--- config.mk ---
export PLATFORM = sky130hd
export DESIGN_NAME = tspm_ram
export DESIGN_NICKNAME = d
export VERILOG_FILES = /design/src/design/tspm_ram.sv
export SDC_FILE = /design/constraint.sdc
export NUM_CORES = 1
export LEC_CHECK = 0
export BUFFER_PORTS_ARGS = -buffer_cell sky130_fd_sc_hd__buf_2
export CELL_PAD_IN_SITES_DETAIL_PLACEMENT = 0
export CELL_PAD_IN_SITES_GLOBAL_PLACEMENT = 1
export CORE_ASPECT_RATIO = 1.1
export CORE_MARGIN = 5
export CORE_UTILIZATION = 48
export CTS_CLUSTER_DIAMETER = 50
export DETAILED_ROUTE_END_ITERATION = 10
export PLACE_DENSITY_LB_ADDON = 0.1
export SYNTH_ARGS = -nofsm -noshare
export SYNTH_HDL_FRONTEND = slang
export SYNTH_SLANG_ARGS = --single-unit
--- constraint.sdc ---
create_clock -name clk -period 1.6 [get_ports clk]
set_input_delay 0.08 -clock clk [delete_from_list [all_inputs] [get_ports clk]]
set_output_delay 0.08 -clock clk [all_outputs]
set_load 0.005 [all_outputs]
--- src/design/tspm_ram.sv ---
// Generic single-write, single-read RAM with a registered read port.
// No dependencies; holds the save stack of the transform stack point mapper.
`timescale 1ns / 1ps

module tspm_ram #(
	parameter int WIDTH = 8,
	parameter int DEPTH = 16,
	parameter int AW    = (DEPTH > 1) ? $clog2(DEPTH) : 1
) (
	input  logic             clk,
	input  logic             we,
	input  logic [AW-1:0]    waddr,
	input  logic [WIDTH-1:0] wdata,
	input  logic [AW-1:0]    raddr,
	output logic [WIDTH-1:0] rdata
);

	logic [WIDTH-1:0] mem [DEPTH];
	logic [WIDTH-1:0] rdata_q;

	always_ff @(posedge clk) begin
		if (we) begin
			mem[waddr] <= wdata;
		end
		rdata_q <= mem[raddr];
	end

	assign rdata = rdata_q;

endmodule

# --- Yosys cells after proc, flatten, opt, wreduce, memory -nomap -nowiden ---
# Memory sizes are Yosys's and may differ from the RTL's. A register that Yosys moved wholly into a read port is not among the register bits.
# Cells that the tools add are included.
word_totals:
  word_cells: 3
  reg_bits: 0
  inputBits: 18
  n_memories: 1
  out_inout_bits: 8
  ramBits: 128
classes:
  n_mux: 2
memory_table:
  columns: ["name", "words", "word_bits", "read_ports", "rd_clocked_by_memory_dff", "wr", "line_no", "text"]
  rows:
  - ["mem", 16, 8, 1, 1, 1, "18", "logic [WIDTH-1:0] mem [DEPTH];"]
ops:
  columns: ["operator", "count"]
  rows:
  - ["1-bit two-way mux", 2]

# --- Longest topological paths before layout ---
logic_depth:
  word_depth: 2
  ltp_mapped: 5
  depth_no_buf: 3

# --- Worst setup path before layout ---
# Ideal clock, no wire load.
synth_path:
  path_kind: "in2reg"
  from: "input port waddr[2]"
  to: "memory mem[0][0], enable pin"
  cell_stages: 2
  slack_ns: 0.027
  t_arrival_ns: 1.190
  t_required_ns: 1.217
  cell_sequence: "or3b_2 > nor3_1"
synth_lines:
  columns: ["item", "line_no", "text"]
  rows:
  - ["start: declaration", "12", "input logic [AW-1:0] waddr,"]
  - ["end: declaration", "18", null]
# Straight into the memory's write port.

==> summary.md <==
| Metric | Value |
|---|---|
| I/O Buffers | 25 |
| ANT cells | 0 |
| Fill cells | 799 |
| Hold_sp | wdata[6] |
| Worst relative slew slack | 0.460 |
| Initial antenna violation count | 0 |
| Initial core utilization | 0.493 |
| Min Tclk post-route | 1460 ps |
| Clock root buffer | clkbuf_16 |
| Reg-to-reg setup timing slack | between 100 and 150 ps |
| Synth warnings | 0 |
| Via density | 5.46 |
| Nets | slightly above 300 |
| I/O pin count | 26 |
| Antenna-violating nets left | 0 |
| Register-to-Register Path Depth | 3 |
| Total number of vias | 2408 |
| Post-cts sizing count | 0 |
| Final hold vios | 0 |
| Maximum fanout along the worst path | 1 |
| Worst path required time | between 1500 and 2000 ps |
| CP Launch Type | flip-flop |
| Max incr delay on CP | 500 ps |
| Synth Register Bits | 136 |
| Status | completed |
| DRT Pass-1 Iters | 4 |
| Reg clk slew, reported paths | approximately 50 ps |
| Row cnt | 39 |
| Yosys top cell area share | 0.747 |
| Final worst setup slack | approximately 140 ps |
| Mapped Area | 5150 um2 |
| Register Area | 4000 um2 |
| Mean routed wirelength per cell | between 20 and 25 um |
| Hold depth | 1 |
| Power, Total | approximately 8.4 mW |
| Final wirelength | 10100 um |
| Power density cells | 1350 nW/um2 |
| Crit end category | flip-flop |
| Critical Path, Cell by Cell | mux4_1 > a22oi_1 > nand2_1 |
| CTS H-tree depth | 4 |
| Final setup violation count | 0 |
| Max-slew violations | 0 |
| Post-CTS setup buffers | 0 |
| WHS Endpoint | mem[6][6]$_DFFE_PP_ |
| Actual slew at the worst max-slew pin | 808 ps |
| Global placement routability congestion | approximately 0.72 |
| Average instance area after synthesis | 22.5 um2 |
| Share of cells above drive strength 1 | 0.312 |
| Post-Synthesis Net Count | ~250 |
| RSZ-0062 raised after global routing | false |
| GRT Overall Usage | 0.173 |
| DIE WIDTH | 109 um |
| Core Area | roughly 10000 um2 |
| RR Endpoint | rdata[0]$_DFF_P_ |
| Reg2Reg Launch Point | mem[1][0]$_DFFE_PP_ |
| Worst-Skew Late Latency | ~400 ps |
| Final routed DRC violation total | 0 |
| Worst vdd ir | 0.804 mV |
| Number of max-cap violations | 0 |
| DP Worst Slack | -42.3 ps |
| CTS tree | yes |
| Yosys cell types | 19 |
| Highest Clock Rate | just under 700 MHz |
| CTS Buffer Depth | 2 |
| Largest net degree at the start of global routing | 17 |
| HPWL Detailed | 6660 um |
| Register area share after synthesis | 0.778 |
| Leakage | approximately 2.1 nW |
| Multi-input logic area | 1060 um2 |
| Die area | between 10000 and 15000 um2 |
| Slowest CP cell | mux4_1 |
| DR iter-0 viols | 227 |
| GRT overflow | 0 |
| Synth top area cells | edfxtp_1, mux4_2, mux4_1 |
| Setup Skew | 5.82 ps |
| Die Height | 119 um |
| Crit Path Class | reg2reg |
| Syn-to-layout area delta | 20.3% |
| Crit path DAT | 1740 ps |
| Final Cycle Share | 0.909 |
| Hold-fix buffers, CTS | 0 |
| Post-Syn Instances | 229 |
| Vias in the first global route | 2580 |
| Min-Delay Path Class | in2reg |
| Clock sinks | 136 |
| Total CTS buffers | 17 |
| First-pass GRT wire length | 15400 um |
| Leading area contributor after synthesis | edfxtp_1 |
## synthesized netlist by cell type
library cell and n:
edfxtp_1 128, mux4_2 18, a22oi_1 16, mux4_1 14, nor2_1 13, nand2_1 9, dfxtp_1 8, nor3_1 4
buf_2 3, buf_6 3, clkdlybuf4s25_2 3, nand2b_1 2, nand3b_1 2, and2_1 1, and2b_1 1, buf_4 1
nand3_1 1, nor2b_1 1, or3b_2 1
## critical path, delay by kind of cell (launching register included)
family / cells / cell delay [ps]
AO/OA/AOI/OAI: 1 / 360
flip-flops: 1 / 360
AND/OR/NAND/NOR: 1 / 110
multiplexers: 1 / 500
## worst max path at each step
stage | startpoint | end | slack, ps
2_1_floorplan | waddr[2] | mem[0][0]$_DFFE_PP_ | 30
3_3_place_gp | raddr[0] | rdata[0]$_DFF_P_ | -40
3_5_place_dp | raddr[0] | rdata[0]$_DFF_P_ | -40
4_1_cts | mem[1][0]$_DFFE_PP_ | rdata[0]$_DFF_P_ | 130
5_1_grt | mem[1][0]$_DFFE_PP_ | rdata[0]$_DFF_P_ | 100
6_report | mem[1][0]$_DFFE_PP_ | rdata[0]$_DFF_P_ | 140
## metal layers
metal	vias to the layer above	share of wire	track usage
met1	1237	0.44	0.238
met4	0	0.011	0.0639
li1	1086	-	-
met2	75	0.49	0.264
met3	10	0.059	0.0491
met5	-	0	0
## cells in the final DEF, fill, tap and decap left out
cell        instances
clkinv_1            1
nor2b_1             1
clkinvlp_4          1
and2b_1             1
mux4_2             18
edfxtp_1          128
clkbuf_8            2
nor2_1             13
nand3b_1            2
nor3_1              4
or3b_2              1
buf_2              25
a22oi_1            16
buf_12              4
clkbuf_16          17
bufinv_16           4
nand2_1             9
buf_4              18
nand3_1             1
clkbuf_1            4
dfxtp_1             8
and2_1              1
nand2b_1            2
clkinv_2            3
mux4_1             14
## layout make-up
type / instances / area share
clock buffer: 23 / 0.0755
clock inverter: 9 / 0.0236
multi-input combinational: 83 / 0.171
sequential: 136 / 0.646
tap: 143 / 0.0289
timing repair buffer: 47 / 0.0549
## logic make-up (layout without fill, tap and decap cells)
logic type | Yosys count | in the layout | synth area share
AOI/OAI and AO/OA | 16 | 16 | 0.0233
buffers and inverters | 10 | 79 | 0.0168
DFF | 136 | 136 | 0.778
muxes | 32 | 32 | 0.150
and+or+nand+nor | 35 | 35 | 0.0318
## sequential cells by signal, summed over array words and instances (netlist names)
name,flops
rdata,8
mem,128
## through the flow
stage	util	TNS (ps)	hold slack, ps	std cells	cell area, um2
3_5_place_dp	0.534	-42.3	463	409	5580
4_1_cts	0.593	0	58.7	441	6190
6_report	0.593	0	60.8	441	6190
5_1_grt	0.593	0	59.0	441	6190
3_3_place_gp	0.534	-44.5	457	409	5580
2_1_floorplan	-	0	179	229	5150
## report_power, final
group,switching (mW),internal (mW)
Combinational,0.214,0.171
Clock,1.32,2.68
Sequential,0.0221,3.99
Total,1.55,6.83
Power figures use the tool's default switching activity.
