===== src/design/tspm_pkg.sv =====
// Package for the transform stack point mapper: command and result beat types,
// operation and status codes, sizing constants, arctangent table and saturation.
// Depends on nothing; tspm_mul, tspm_cordic and the top level import it.
`timescale 1ns / 1ps

package tspm_pkg;

	localparam int STACK_DEPTH  = 16;
	localparam int CORDIC_STEPS = 16;
	localparam int ADDR_W  = (STACK_DEPTH > 1) ? $clog2(STACK_DEPTH) : 1;
	localparam int COUNT_W = $clog2(STACK_DEPTH + 1);
	localparam int STEP_W  = $clog2(CORDIC_STEPS + 1);

	localparam logic signed [31:0] Q_ONE = 32'sd65536;
	localparam logic signed [33:0] DEG_FULL    = 34'sd23592960;
	localparam logic signed [33:0] DEG_HALF    = 34'sd11796480;
	localparam logic signed [33:0] DEG_QUARTER = 34'sd5898240;
	localparam logic signed [33:0] CORDIC_GAIN = 34'sd652032874;

	typedef enum logic [2:0] {
		OP_PUSH  = 3'd0,
		OP_POP   = 3'd1,
		OP_MAP   = 3'd2,
		OP_RESET = 3'd3,
		OP_QUERY = 3'd4
	} op_t;

	typedef enum logic [1:0] {
		ST_OK    = 2'd0,
		ST_FULL  = 2'd1,
		ST_EMPTY = 2'd2,
		ST_SAT   = 2'd3
	} status_t;

	typedef struct packed {
		logic [2:0]         operation;
		logic signed [31:0] in_x;
		logic signed [31:0] in_y;
		logic signed [31:0] in_angle;
		logic signed [31:0] in_scale_x;
		logic signed [31:0] in_scale_y;
	} cmd_t;

	typedef struct packed {
		logic signed [31:0] out_x;
		logic signed [31:0] out_y;
		logic signed [31:0] out_angle;
		logic signed [31:0] out_scale_x;
		logic signed [31:0] out_scale_y;
		logic [4:0]         depth;
		logic [1:0]         status;
	} rsp_t;

	typedef struct packed {
		logic signed [31:0] pos_x;
		logic signed [31:0] pos_y;
		logic signed [31:0] angle;
		logic signed [31:0] scale_x;
		logic signed [31:0] scale_y;
	} xform_t;

	localparam int XFORM_W = $bits(xform_t);

	// Arctangent of 2^-i in Q16.16 degrees.
	function automatic logic signed [33:0] atan_deg(input logic [4:0] i);
		logic signed [33:0] r;
		case (i)
			5'd0:  r = 34'sd2949120;
			5'd1:  r = 34'sd1740967;
			5'd2:  r = 34'sd919879;
			5'd3:  r = 34'sd466945;
			5'd4:  r = 34'sd234379;
			5'd5:  r = 34'sd117304;
			5'd6:  r = 34'sd58666;
			5'd7:  r = 34'sd29335;
			5'd8:  r = 34'sd14668;
			5'd9:  r = 34'sd7334;
			5'd10: r = 34'sd3667;
			5'd11: r = 34'sd1833;
			5'd12: r = 34'sd917;
			5'd13: r = 34'sd458;
			5'd14: r = 34'sd229;
			5'd15: r = 34'sd115;
			5'd16: r = 34'sd57;
			5'd17: r = 34'sd29;
			5'd18: r = 34'sd14;
			5'd19: r = 34'sd7;
			5'd20: r = 34'sd4;
			5'd21: r = 34'sd2;
			5'd22: r = 34'sd1;
			default: r = 34'sd0;
		endcase
		return r;
	endfunction

	// Saturates to 32 bits; the top bit of the result flags saturation.
	function automatic logic [32:0] sat32(input logic signed [69:0] v);
		logic [32:0] r;
		if (v > 70'sd2147483647)
			r = {1'b1, 32'h7fffffff};
		else if (v < -70'sd2147483648)
			r = {1'b1, 32'h80000000};
		else
			r = {1'b0, v[31:0]};
		return r;
	endfunction

	function automatic logic signed [69:0] ext32(input logic signed [31:0] v);
		return $signed({{38{v[31]}}, v});
	endfunction

endpackage


===== src/design/tspm_mul.sv =====
// Shared signed 34 by 34 bit multiplier with a registered product.
// Depends on tspm_pkg only by convention of the block.
`timescale 1ns / 1ps

module tspm_mul import tspm_pkg::*; (
	input  logic               clk,
	input  logic signed [33:0] a,
	input  logic signed [33:0] b,
	output logic signed [67:0] p
);

	logic signed [67:0] p_q;

	always_ff @(posedge clk) begin
		p_q <= a * b;
	end

	assign p = p_q;

endmodule


===== config.mk =====
export PLATFORM = sky130hd
export DESIGN_NAME = tspm_mul
export DESIGN_NICKNAME = d
export VERILOG_FILES = /design/src/design/tspm_pkg.sv /design/src/design/tspm_mul.sv
export SDC_FILE = /design/constraint.sdc
export NUM_CORES = 2
export LEC_CHECK = 0
export BUFFER_PORTS_ARGS = -buffer_cell sky130_fd_sc_hd__buf_2
export CORE_ASPECT_RATIO = 0.7
export CORE_MARGIN = 2
export CORE_UTILIZATION = 35
export CTS_BUF_LIST = sky130_fd_sc_hd__clkbuf_4 sky130_fd_sc_hd__clkbuf_8 sky130_fd_sc_hd__clkbuf_16
export CTS_CLUSTER_SIZE = 25
export DETAILED_ROUTE_END_ITERATION = 16
export PLACE_DENSITY = 0.48
export RECOVER_POWER = 25
export SLEW_MARGIN = 40
export SYNTH_ARGS = -nofsm -noshare
export SYNTH_HDL_FRONTEND = slang
export SYNTH_SLANG_ARGS = --single-unit

===== constraint.sdc =====
create_clock -name clk -period 10.23 [get_ports clk]
set_input_delay 2.046 -clock clk [delete_from_list [all_inputs] [get_ports clk]]
set_output_delay 2.046 -clock clk [all_outputs]
set_load 0.01 [all_outputs]

# --- Yosys cells after proc, flatten, opt, wreduce, memory -nomap -nowiden ---
# Index checks and enable logic that the tools add are counted.
totals:
  out_inout_bits: 68
  register_bits: 68
  in_bits: 69
  word_cells: 2
classes:
  n_mul: 1
ops:
  columns: ["operator", "count"]
  rows:
  - ["34-bit by 34-bit multiplier with 68-bit output", 1]

# --- Depth between registers and ports, before layout ---
logic_depth:
  word_depth: 1
  depth_mapped: 31
  mapped_depth_nobuf: 29

# --- Worst setup path before layout ---
# OpenSTA, ideal clock, no wires.
synth_path:
  path_type: "input to register"
  start: "input a[33]"
  end: "register p_q[65], in the netlist p[65]"
  setup_time_ns: 0.072
  path_buffers: 2
  arrival_ns: 9.464
  cell_stages: 24
  setup_slack_ns: 0.694
  t_required_ns: 10.158
  path_cell_list: "clkbuf_1 > nand2_1 > inv_1 > fa_1 > fa_1 > fa_1 > fa_1 > inv_1 > fa_1 > fa_1 > fa_1 > fa_1 > inv_1 > ha_1 > clkdlybuf4s50_2 > nand3_1 > or2_2 > nor2_1 > a221oi_1 > o21ai_0 > a31oi_2 > nor2_2 > o41ai_2 > xnor2_1"
synth_between:
  elab_chain_len: 1
synth_lines:
  columns: ["element", "line", "text"]
  rows:
  - ["start: declaration", "tspm_mul.sv:7", "input logic signed [33:0] a,"]
  - ["34-bit by 34-bit multiplier with 68-bit output", "tspm_mul.sv:15", "p_q <= a * b;"]
  - ["end signal: assignment", "tspm_mul.sv:15", null]
  - ["end: declaration", "tspm_mul.sv:12", "logic signed [67:0] p_q;"]
# No other way between the ends.

# --- Worst setup path in the final report ---
layout_path:
  start: "input a[0]"
  end: "register p_q[66], in the netlist p[66]"
# The elaborated chain is that of the path after synthesis.

==> metrics.yaml <==
run_status:
  status: "complete, no violations"
route:
  route.detailed.wl_per_inst_um: 21.9
  drt_iter0_drc: 2071
  avgViaCountPerCell: 4.69
  drc: 0
  drtPass1Iterations: 5
  antenna_left: 0
  vias: 29700
  totalWireLength_um: 139000
yosys:
  post_synth_arst_share: 0
  ys_top_cells_by_area: "fa_1 (58%), inv_1 (11%), and2_1 (9.0%)"
  ys.flop_type: "dfxtp_1"
  yosys_warns: 0
  post-synth-top-area-cell: "fa_1"
  yosysTopAreaCellShare: 0.577
  synthesis.instances: 4554
  synth-edff-count: 0
  yosys_register_bits: 68
  synth_nets: 6068
  ys_seq_area_frac: 0.0316
  syn_area_per_cell_sq_um: 9.45
  post_synth_instance_area_sq_um: 43000
  yosysUniqueCellTypes: 69
timing:
  setup_tns_final_ps: 0
  setup_violations: 0
  rsz0062_at_grt: "false"
  timing_max_transition_violations_final: 0
  max_freq_mhz: 101
  hold_violation_total_from_the_final_report: 0
  transition_time_of_the_tightest_slew_check_pin_ps: 1360
  finalWorstPathRequiredPeriod_ps: 9880
  final.period_utilization: 0.966
  maxSlewHeadroom: 0.0915
clocking:
  ctsHtreeMaxLevel: 3
  cts_tree: "yes"
  cts_resized: 0
  cts_hold_repair.buffers: 0
  postCtsSetupBuffers: 0
  numClockSinks: 68
  clockBufferDepth: 2
  cts_inserted_buffers: 9
  cts.clk_slew.worst_paths_ps: 90
  ctsRootBufferMaster: "clkbuf_16"
finish:
  fin_area_sq_um: 46800
  flow.area_growth_from_synthesis_pct: 8.88
  largest_register_ff_count: 68
  finalNetCount: 6202
  ff_latch_area_sq_um: 1360
  final.fill_count: 12500
  post_route_cells_drive_above_1_share: 0.0778
  area_of_combinational_cells_with_multiple_inputs_sq_um: 36100
placed_design:
  detailed_place_hpwl_um: 120000
  finalWeightedCongestion: 0.885
  placement.io_buffers: 136
  area_after_detailed_placement_sq_um: 46600
setup_path:
  cp.required_ps: 10550
  slowest_delay_ps: 960
  cp_data_arrival_time_ps: 10200
  crit_chain: "clkbuf_1, clkbuf_1, and2_1, fa_1, fa_1, inv_1, fa_1, inv_1, fa_1, ha_1, fa_1, fa_1, fa_1, ha_1, and3_1, nand4_1, a211o_1, a21bo_1, a21oi_2, o2111a_2, a31oi_4, o31ai_4, a221oi_2, xnor2_1"
  criticalPathCategory: "in2reg"
  slowest_stage: "clkbuf_1"
  start_kind: "input pin"
  critical_path.max_fanout: 14
  crit_path_frequent_cell: "fa_1"
  capturing_element_type_of_the_critical_path: "flip-flop"
floorplanning:
  io_pins: 137
  row_count: 107
  floorplan.core_area_sq_um: 122000
  die_width_um: 423
  dieArea_sq_um: 126000
  die_height_um: 297
  effective_utilization_at_floorplan: 0.353
global_routing:
  total_gr_overflow: 0
  antenna_found_initial: 14
  grt_first_pass_wirelength_um: 216000
  maximum_number_of_pins_on_one_net_before_global_route_repair: 35
  grt_pass1_vias: 33000
  grtUsageTotal: 0.232
run:
  max-cap-violations: 0
min_path:
  hold_path.class: "in2reg"
[logic make-up (layout without fill, tap and decap cells)]
logic type / after synthesis / count (layout) / synth area share
simple gates: 1296 / 1296 / 0.154
flops: 68 / 68 / 0.0316
buf+inv: 1460 / 1599 / 0.128
other cells: 0 / 4 / 0
xor+xnor: 79 / 79 / 0.0161
compound gates: 206 / 206 / 0.0335
fa+ha+maj: 1445 / 1445 / 0.637
[area by class of cell]
class,instances,area share
inverter,1232,0.0987
clock inverter,7,0.00171
antenna,4,0.000214
timing repair buffer,351,0.0504
clock buffer,9,0.00481
sequential,68,0.0291
multi-input combinational,3026,0.771
tap,1635,0.0437
[routing by layer]
| metal | vias to the layer above | routed length, um | GRT usage |
|---|---|---|---|
| met5 | - | 42 | 0 |
| met4 | 6 | 1920 | 0.0362 |
| met3 | 67 | 13600 | 0.0696 |
| met2 | 934 | 52100 | 0.301 |
| met1 | 15600 | 71200 | 0.376 |
| li1 | 13100 | - | - |
[Yosys cell counts, types with 3 or more instances]
master	n
a211oi_1	6
a21o_1	37
a21oi_1	61
a221oi_1	3
a31oi_1	7
and2_1	621
and3_1	5
and3_2	3
buf_4	4
clkbuf_1	214
dfxtp_1	68
fa_1	1241
ha_1	204
inv_1	1231
nand2_1	542
nand2b_1	20
nand3_1	11
nand4_1	11
nor2_1	54
nor2b_1	9
nor3_1	5
o211ai_1	3
o21a_1	4
o21ai_0	31
o21ai_1	7
o21bai_1	12
o41ai_1	3
o41ai_2	3
or2_2	4
xnor2_1	56
xor2_1	23
[placed cells by master, fill, tap and decap left out, types with 37 or more instances in the layout]
| cell type | netlist | routed |
|---|---|---|
| fa_1 | 1241 | 1241 |
| inv_1 | 1231 | 1231 |
| and2_1 | 621 | 621 |
| nand2_1 | 542 | 542 |
| buf_4 | 4 | 205 |
| ha_1 | 204 | 204 |
| buf_2 | 2 | 103 |
| dfxtp_1 | 68 | 68 |
| a21oi_1 | 61 | 61 |
| xnor2_1 | 56 | 56 |
| nor2_1 | 54 | 54 |
| a21o_1 | 37 | 37 |
[stage by stage]
stage | cells | worst slack (ps) | hold slack [ps] | utilization
after detailed placement | 6312 | 113 | 2440 | 0.382
after CTS | 6328 | 567 | 2000 | 0.385
after global placement | 6312 | 167 | 2440 | 0.382
after floorplan | 4554 | 694 | 2170 | -
after global routing | 6329 | 173 | 2020 | 0.384
final | 6332 | 350 | 2050 | 0.385
[final timing paths]
path	start	end	slack, ps	depth (start not counted)
worst max-delay path	a[0]	p[66]$_DFF_P_	350	24
worst min-delay path	b[0]	p[0]$_DFF_P_	2050	2
[worst max-delay path, delay by kind of cell]
family                     cells  cell delay [ps]
adders and majority gates      9             3430
AOI/OAI and AO/OA              7             2170
buffers and inverters          4             1740
and+or+nand+nor                3              620
xor gates and xnor gates       1              140
Power is left out: the tool's default activity adds up to more than one toggle a clock period on the data nets, which glitch-free logic cannot reach.
