==> src/design/tspm_pkg.sv <==
// Package for the transform stack point mapper: command and result beat types,
// operation and status codes, sizing constants, arctangent table and saturation.
// Depends on nothing; tspm_mul, tspm_cordic and the top level import it.
`timescale 1ns / 1ps

package tspm_pkg;

	localparam int STACK_DEPTH  = 16;
	localparam int CORDIC_STEPS = 16;
	localparam int ADDR_W  = (STACK_DEPTH > 1) ? $clog2(STACK_DEPTH) : 1;
	localparam int COUNT_W = $clog2(STACK_DEPTH + 1);
	localparam int STEP_W  = $clog2(CORDIC_STEPS + 1);

	localparam logic signed [31:0] Q_ONE = 32'sd65536;
	localparam logic signed [33:0] DEG_FULL    = 34'sd23592960;
	localparam logic signed [33:0] DEG_HALF    = 34'sd11796480;
	localparam logic signed [33:0] DEG_QUARTER = 34'sd5898240;
	localparam logic signed [33:0] CORDIC_GAIN = 34'sd652032874;

	typedef enum logic [2:0] {
		OP_PUSH  = 3'd0,
		OP_POP   = 3'd1,
		OP_MAP   = 3'd2,
		OP_RESET = 3'd3,
		OP_QUERY = 3'd4
	} op_t;

	typedef enum logic [1:0] {
		ST_OK    = 2'd0,
		ST_FULL  = 2'd1,
		ST_EMPTY = 2'd2,
		ST_SAT   = 2'd3
	} status_t;

	typedef struct packed {
		logic [2:0]         operation;
		logic signed [31:0] in_x;
		logic signed [31:0] in_y;
		logic signed [31:0] in_angle;
		logic signed [31:0] in_scale_x;
		logic signed [31:0] in_scale_y;
	} cmd_t;

	typedef struct packed {
		logic signed [31:0] out_x;
		logic signed [31:0] out_y;
		logic signed [31:0] out_angle;
		logic signed [31:0] out_scale_x;
		logic signed [31:0] out_scale_y;
		logic [4:0]         depth;
		logic [1:0]         status;
	} rsp_t;

	typedef struct packed {
		logic signed [31:0] pos_x;
		logic signed [31:0] pos_y;
		logic signed [31:0] angle;
		logic signed [31:0] scale_x;
		logic signed [31:0] scale_y;
	} xform_t;

	localparam int XFORM_W = $bits(xform_t);

	// Arctangent of 2^-i in Q16.16 degrees.
	function automatic logic signed [33:0] atan_deg(input logic [4:0] i);
		logic signed [33:0] r;
		case (i)
			5'd0:  r = 34'sd2949120;
			5'd1:  r = 34'sd1740967;
			5'd2:  r = 34'sd919879;
			5'd3:  r = 34'sd466945;
			5'd4:  r = 34'sd234379;
			5'd5:  r = 34'sd117304;
			5'd6:  r = 34'sd58666;
			5'd7:  r = 34'sd29335;
			5'd8:  r = 34'sd14668;
			5'd9:  r = 34'sd7334;
			5'd10: r = 34'sd3667;
			5'd11: r = 34'sd1833;
			5'd12: r = 34'sd917;
			5'd13: r = 34'sd458;
			5'd14: r = 34'sd229;
			5'd15: r = 34'sd115;
			5'd16: r = 34'sd57;
			5'd17: r = 34'sd29;
			5'd18: r = 34'sd14;
			5'd19: r = 34'sd7;
			5'd20: r = 34'sd4;
			5'd21: r = 34'sd2;
			5'd22: r = 34'sd1;
			default: r = 34'sd0;
		endcase
		return r;
	endfunction

	// Saturates to 32 bits; the top bit of the result flags saturation.
	function automatic logic [32:0] sat32(input logic signed [69:0] v);
		logic [32:0] r;
		if (v > 70'sd2147483647)
			r = {1'b1, 32'h7fffffff};
		else if (v < -70'sd2147483648)
			r = {1'b1, 32'h80000000};
		else
			r = {1'b0, v[31:0]};
		return r;
	endfunction

	function automatic logic signed [69:0] ext32(input logic signed [31:0] v);
		return $signed({{38{v[31]}}, v});
	endfunction

endpackage

==> src/design/tspm_cordic.sv <==
// Sine and cosine of a Q16.16 degree angle: modulo-360 reduction by shift and
// subtract, quadrant fold, then one CORDIC step a cycle. Uses tspm_pkg.
`timescale 1ns / 1ps

module tspm_cordic import tspm_pkg::*; (
	input  logic               clk,
	input  logic               arst_n,
	input  logic               start,
	input  logic signed [31:0] angle,
	output logic               done,
	output logic signed [33:0] cos_v,
	output logic signed [33:0] sin_v
);

	typedef enum logic [1:0] {
		C_IDLE,
		C_RED,
		C_FIX,
		C_ROT
	} cstate_t;

	cstate_t            state_q;
	logic [2:0]         k_q;
	logic [STEP_W-1:0]  i_q;
	logic [33:0]        m_q;
	logic               sgn_q;
	logic               neg_q;
	logic signed [33:0] x_q, y_q, r_q;
	logic               done_q;

	logic [33:0]        mod_k;
	logic signed [33:0] r_fix;
	logic               neg_fix;
	logic [4:0]         i5;

	assign mod_k = 34'(DEG_FULL) << k_q;
	assign i5    = 5'(i_q);

	always_comb begin
		r_fix   = sgn_q ? -$signed(m_q) : $signed(m_q);
		neg_fix = 1'b0;
		if (r_fix < 0)
			r_fix = r_fix + DEG_FULL;
		if (r_fix > DEG_HALF)
			r_fix = r_fix - DEG_FULL;
		if (r_fix > DEG_QUARTER) begin
			r_fix   = r_fix - DEG_HALF;
			neg_fix = 1'b1;
		end else if (r_fix < -DEG_QUARTER) begin
			r_fix   = r_fix + DEG_HALF;
			neg_fix = 1'b1;
		end
	end

	always_ff @(posedge clk or negedge arst_n) begin
		if (!arst_n) begin
			state_q <= C_IDLE;
			done_q  <= 1'b0;
			k_q     <= '0;
			i_q     <= '0;
		end else begin
			done_q <= 1'b0;
			case (state_q)
				C_IDLE: begin
					if (start) begin
						sgn_q   <= angle[31];
						m_q     <= angle[31] ? 34'(-ext32(angle)) : 34'(ext32(angle));
						k_q     <= 3'd7;
						state_q <= C_RED;
					end
				end
				C_RED: begin
					if (m_q >= mod_k)
						m_q <= m_q - mod_k;
					if (k_q == 3'd0)
						state_q <= C_FIX;
					k_q <= k_q - 3'd1;
				end
				C_FIX: begin
					r_q     <= r_fix;
					neg_q   <= neg_fix;
					x_q     <= CORDIC_GAIN;
					y_q     <= '0;
					i_q     <= '0;
					state_q <= C_ROT;
				end
				C_ROT: begin
					if (r_q >= 0) begin
						x_q <= x_q - (y_q >>> i_q);
						y_q <= y_q + (x_q >>> i_q);
						r_q <= r_q - atan_deg(i5);
					end else begin
						x_q <= x_q + (y_q >>> i_q);
						y_q <= y_q - (x_q >>> i_q);
						r_q <= r_q + atan_deg(i5);
					end
					i_q <= i_q + 1'b1;
					if (i_q == STEP_W'(CORDIC_STEPS - 1)) begin
						done_q  <= 1'b1;
						state_q <= C_IDLE;
					end
				end
				default: state_q <= C_IDLE;
			endcase
		end
	end

	assign done  = done_q;
	assign cos_v = neg_q ? -x_q : x_q;
	assign sin_v = neg_q ? -y_q : y_q;

endmodule

==> config.mk <==
export PLATFORM = sky130hd
export DESIGN_NAME = tspm_cordic
export DESIGN_NICKNAME = d
export VERILOG_FILES = /design/src/design/tspm_pkg.sv /design/src/design/tspm_cordic.sv
export SDC_FILE = /design/constraint.sdc
export NUM_CORES = 1
export LEC_CHECK = 0
export BUFFER_PORTS_ARGS = -buffer_cell sky130_fd_sc_hd__buf_4
export CELL_PAD_IN_SITES_DETAIL_PLACEMENT = 1
export CELL_PAD_IN_SITES_GLOBAL_PLACEMENT = 1
export CORE_ASPECT_RATIO = 0.8
export CORE_UTILIZATION = 44
export CTS_CLUSTER_SIZE = 30
export DETAILED_ROUTE_END_ITERATION = 8
export PLACE_DENSITY = 0.83
export SLEW_MARGIN = 40
export SYNTH_ARGS = -nofsm -noshare
export SYNTH_HDL_FRONTEND = slang
export SYNTH_SLANG_ARGS = --single-unit
export TNS_END_PERCENT = 30
==> constraint.sdc <==
create_clock -name clk -period 7.15 [get_ports clk]
set_input_delay 0.3575 -clock clk [delete_from_list [all_inputs] [get_ports clk]]
set_output_delay 0.3575 -clock clk [all_outputs]
set_load 0.01 [all_outputs]
; ---- Word level (Yosys, flattened, before mapping)
; Memory sizes are Yosys's and may differ from the RTL's.
; Index checks and enable logic that the tools add are counted.
[totals]
elab_cells = 87
mem_bits_ro = 1408
out_inout_bits = 69
inputBits = 35
mem_count = 2
reg_bits = 149
[mem_list]
columns = name, words, word_bits, read_ports, rd_ports_with_merged_regs, write_ports, line_no
row1 = (name not given), 32, 22, 1, 0, 0, tspm_pkg.sv:67  ; case (i)
row2 = (name not given), 32, 22, 1, 0, 0, tspm_pkg.sv:67
[op_classes]
n_eq_ne = 8
order_cmp = 6
reduce_logical = 10
n_mux = 31
n_addsub = 17
shifts = 3
[ops]
columns = op, count
row1 = two-way mux 34 bit, 17
row2 = one-hot mux 34 bit (2 select lines), 4
row3 = subtractor 34 bit, 4
row4 = adder 34 bit, 3
row5 = negator 34 bit, 3
row6 = >>> shifter 34 x 5 -> 34 bit, 2
row7 = "adder 34 x 25 -> 34 bit, second input constant", 1
row8 = "adder 34 x 26 -> 34 bit, second input constant", 1
row9 = "greater-or-equal comparator 34 x 1 -> 1 bit, second input constant", 1
row10 = greater-or-equal comparator 34 bit, 1
row11 = "> comparator 34 x 24 -> 1 bit, second input constant", 1
row12 = "> comparator 34 x 25 -> 1 bit, second input constant", 1
row13 = "< comparator 34 x 1 -> 1 bit, second input constant", 1
row14 = "< comparator 34 x 24 -> 1 bit, second input constant", 1
row15 = negator 32 -> 34 bit, 1
row16 = "<< shifter 25 x 3 -> 34 bit, first input constant", 1
row17 = "subtractor 34 x 25 -> 34 bit, second input constant", 1
row18 = "subtractor 34 x 26 -> 34 bit, second input constant", 1
row19 = one-hot mux 5 bit (2 select lines), 1
row20 = "inequality test 2 bit, second input constant", 4
row21 = one-hot mux 2 bit (4 select lines), 1
row22 = two-way mux 2 bit, 3
row23 = one-hot mux 3 bit (2 select lines), 1
row24 = AND reduction 2 bit, 3
row25 = 12 further kinds, 17

; ---- Longest topological paths before layout
[depth]
word_depth = 10
ltp_mapped = 32
ltp_nobuf = 29

; ---- Worst setup path after synthesis
; OpenSTA, ideal clock, no wires.
[synth_path]
kind = register -> register
from = register i_q[2] (netlist: i5[2])
to = register r_q[30], data pin
path_buffers = 8
t_required_ns = 6.990
arrival_ns = 7.071
path_stages_with_launch = 32
period_less_slack_ns = 7.231
slack_ns = -0.081
setup_ns = 0.160
path_cell_list = dfrtp_1 > clkbuf_1 > clkbuf_1 > clkbuf_1 > buf_1 > clkbuf_1 > clkbuf_1 > buf_1 > xnor2_1 > a31oi_1 > ha_1 > nand3_1 > or4_1 > and2_0 > xnor2_1 > ha_1 > clkbuf_1 > a21o_1 > a21oi_1 > a21bo_2 > o31ai_1 > o41a_1 > a211oi_1 > o41ai_1 > a2111oi_0 > o31ai_1 > o21ai_0 > nand2b_1 > a21oi_1 > xnor2_1 > nor2_1 > nor3b_1
[synth_between]
elab_chain_len = 6
elab_cells_between_ends = 10
cone_classes = add/sub: 2 / mux: 6 / memory: 2
[synth_lines]
columns = element, line_no
row1 = "start, declared", tspm_cordic.sv:24  ; logic [STEP_W-1:0] i_q;
row2 = "start signal, assigned", tspm_cordic.sv:97  ; i_q <= i_q + 1'b1;
row3 = memory read (32 x 22 bit), n/a
row4 = two-way mux 34 bit, tspm_cordic.sv:88  ; if (r_q >= 0) begin
row5 = two-way mux 34 bit, tspm_cordic.sv:63  ; case (state_q)
row6 = adder 34 bit / subtractor 34 bit (equally long branches), "tspm_cordic.sv:95, tspm_cordic.sv:91"
row7 = two-way mux 34 bit *, tspm_cordic.sv:88
row8 = one-hot mux 34 bit (2 select lines) *, tspm_cordic.sv:63
row9 = "end signal, assigned", tspm_cordic.sv:80  ; r_q <= r_fix;
row10 = "end signal, assigned", tspm_cordic.sv:91  ; r_q <= r_q - atan_deg(i5);
row11 = "end signal, assigned", tspm_cordic.sv:95  ; r_q <= r_q + atan_deg(i5);
row12 = "end, declared", tspm_cordic.sv:28  ; logic signed [33:0] x_q, y_q, r_q;
; Mark *: on every way between the ends. The rest lies on a longest branch, timed or not. The select of a mux whose other input is x is not followed.
; A chain may end at the register's enable or synchronous reset.

; ---- Worst setup path after layout
[layout_path]
from = register i_q[0] (netlist: i5[0])
to = register y_q[32], data pin
[layout_between]
elab_chain_len = 4
elab_cells_between_ends = 5
cone_classes = add/sub: 2 / shift: 1 / mux: 2
[layout_lines]
columns = element, line_no
row1 = >>> shifter 34 x 5 -> 34 bit *, "tspm_cordic.sv:90, tspm_cordic.sv:94"
row2 = subtractor 34 bit / adder 34 bit (equally long branches), "tspm_cordic.sv:94, tspm_cordic.sv:90"
row3 = two-way mux 34 bit *, tspm_cordic.sv:88
row4 = one-hot mux 34 bit (2 select lines) *, tspm_cordic.sv:63
row5 = "end signal, assigned", tspm_cordic.sv:90  ; y_q <= y_q + (x_q >>> i_q);
row6 = "end signal, assigned", tspm_cordic.sv:94  ; y_q <= y_q - (x_q >>> i_q);
row7 = "end, declared", tspm_cordic.sv:28
; Mark *: on every way between the ends. The rest lies on a longest branch, timed or not.

==> reports/metrics.yaml <==
logic_synthesis:
  synth_xor_area_frac: 0.133
  netlist_area_um2: 22000
  yosysUniqueCellTypes: 102
  synth_top_family_by_area: "compound AO/OA/AOI/OAI gates"
  synthTopCellsByArea: "edfxtp_1, ha_1, xnor2_1"
  yosys_warnings: 0
  synthAdderAreaFrac: 0.0853
  yosys.area.top_type: "edfxtp_1"
  ys_seq_area_frac: 0.201
  synth-simple-area-share: 0.209
  avgSynthCellArea_um2: 7.96
  muxShareOfSynthArea: 0.0896
  synth.net_count: 2946
  async_reset_ff_frac: 0.0738
  syn_inst: 2763
  synth_seq_cells: 149
  synth-edff-count: 138
  synth_compound_area_frac: 0.234
  ys.flop_type: "edfxtp_1"
  netlist.area_leader.share: 0.189
global_route:
  antenna_found_initial: 0
  grt_max_degree: 84
  grt_usage: 0.313
  overflow: 0
  grt_pass1_wl_um: 126000
  grt_pass1_vias: 22600
floorplanning:
  dieArea_um2: 50900
  num_rows: 72
  die_w_um: 252
  pin_count: 104
  fp.dieH_um: 202
  start_util: 0.450
  core_area_um2: 48800
route:
  wl_met2_um: 37000
  drt_iter0_drc: 1872
  wl_met1_um: 35700
  routed_via_density: 6.35
  top_layer: "met4"
  routed-wl-met3_um: 6000
  post_drt_wl_per_cell_um: 22.9
  drc_errors: 0
  via_count: 22500
  antenna_left: 0
  finalWirelength_um: 81100
  drtPass1Iterations: 6
clocking:
  cts.clk_slew.worst_paths_ns: 0.07
  cts_root_buf: "clkbuf_16"
  cts.sinks: 149
  clock_path_buffers: 2
  cts_tree: "built"
  cts_buffers: 17
  cts_htree_levels: 4
  clock_latency_ns: 0.50
critical_path:
  path_class: "register to register"
  worst-path-max-fanout: 46
  cp.required_ns: 7.37
  critical_path_arrival_ns: 7.18
  start_kind: "register"
  worstSetupEndpointType: "register"
  max_stage_delay_ns: 0.51
  cp_slowest_cell: "dfrtp_4"
  critPathMostFrequentCell: "nor2_1"
sta:
  tightest_slew_ns: 0.923
  hold_viol: 0
  setup_viol: 0
  slew_headroom: 0.379
  fin_skew_ns: 0.0115
  maxSlewViolCount: 0
  fmax_mhz: 144
  fin_crit_sh: 0.974
  min_period_ns: 6.96
place:
  gp_congestion: 0.959
  hpwl_um: 61800
  port_buffers: 103
  placed_cell_area_um2: 23900
final_layout:
  final_cell_mix: "nand2_1, o21ai_0, buf_4"
  final_area_um2: 25000
  utilization: 0.512
  diodes: 0
  final_common_cell: "nand2_1"
  area_growth_pct: 13.8
  nets: 3051
  drive_gt1_frac: 0.161
hold_path:
  min_path_type: "primary input to register"
status:
  status: "finished, final reports clean"
run:
  cap_violations: 0
## Yosys cell counts (31+ instances only)
library cell,instances
nand2b_1,39
edfxtp_1,138
clkbuf_1,112
xnor2_1,199
a21o_1,38
or4_1,31
nand2_1,314
ha_1,145
nor3_1,55
buf_1,35
nor2_1,218
mux2i_1,64
inv_1,89
or3_1,46
o21a_1,45
a21oi_1,162
xor2_1,131
o31ai_1,50
o21ai_0,258
mux4_2,46
a31oi_1,32
nand3_1,59
## worst paths after layout
check / startpoint / to / cells past startpoint / slack, ns
worst min register to register: m_q[17]$_DFFE_PP_ / m_q[17]$_DFFE_PP_ / 2 / 0.66
worst min-delay path: angle[0] / m_q[0]$_DFFE_PP_ / 3 / 0.21
max in group asynchronous: arst_n / i5[0]$_DFFE_PN0N_ / 2 / 6.69
min in group asynchronous: arst_n / k_q[1]$_DFFE_PN0P_ / 2 / 0.25
worst max register to register: i5[0]$_DFFE_PN0N_ / y_q[32]$_SDFFCE_PN0P_ / 30 / 0.19
worst max-delay path: i5[0]$_DFFE_PN0N_ / y_q[32]$_SDFFCE_PN0P_ / 30 / 0.19
## logic make-up (layout without fill, tap and decap cells)
| group | after synthesis | count (layout) |
|---|---|---|
| and+or+nand+nor | 940 | 940 |
| AOI/OAI and AO/OA | 798 | 798 |
| xor gates and xnor gates | 332 | 332 |
| buffers and inverters | 260 | 378 |
| DFF | 149 | 149 |
| adders and majority gates | 148 | 148 |
| muxes | 136 | 136 |
## state kept, by name, indices dropped and copies added (netlist names)
signal   count
done         1
i5           5
k_q          3
m_q         34
neg_q        1
r_q         34
sgn_q        1
state_q      2
x_q         34
y_q         34
## per-stage QoR
stage	cells	TNS, ns	hold slack, ns	setup slack (ns)
floorplan	2763	0	0.0619	0.00563
global route	3547	-0.166	0.225	-0.0976
CTS	3525	0	0.187	0.0156
global placement	3492	0	0.224	0.160
detailed placement	3492	-0.645	0.226	-0.323
finish	3547	0	0.214	0.189
## timing repair
item / 4_1_cts / 5_1_grt
endpoints found under the hold margin: 11 / 0
hold buffers: 1 / 0
pin swaps: 0 / 6
resized for setup: 5 / 50
setup endpoints to repair: 4 / 26
setup buffers: 0 / 21
gates cloned: 0 / 1
## layout make-up
| cell class | instances | area (um^2) |
|---|---|---|
| Fill cell | 5986 | 23800 |
| Clock buffer | 22 | 464 |
| Tap cell | 666 | 833 |
| Inverter | 94 | 357 |
| Timing Repair Buffer | 252 | 2030 |
| Multi-Input combinational cell | 2354 | 16700 |
| Clock inverter | 10 | 170 |
| Sequential cell | 149 | 4430 |
## critical path, delay by kind of cell, from the launching register on
family,cells,cell delay [ns]
compound gates,13,2.48
simple gates,8,1.21
mux,2,0.72
flops,1,0.51
buf+inv,4,0.74
fa+ha+maj,2,0.77
xor+xnor,1,0.20
## metal layers
layer,GRT usage,vias to the layer above
met5,0,-
met4,0.102,0
met3,0.0650,155
met2,0.506,831
met1,0.415,11200
li1,-,10400
Power is left out: the tool's default activity adds up to more than one toggle a clock period on the data nets, which glitch-free logic cannot reach.
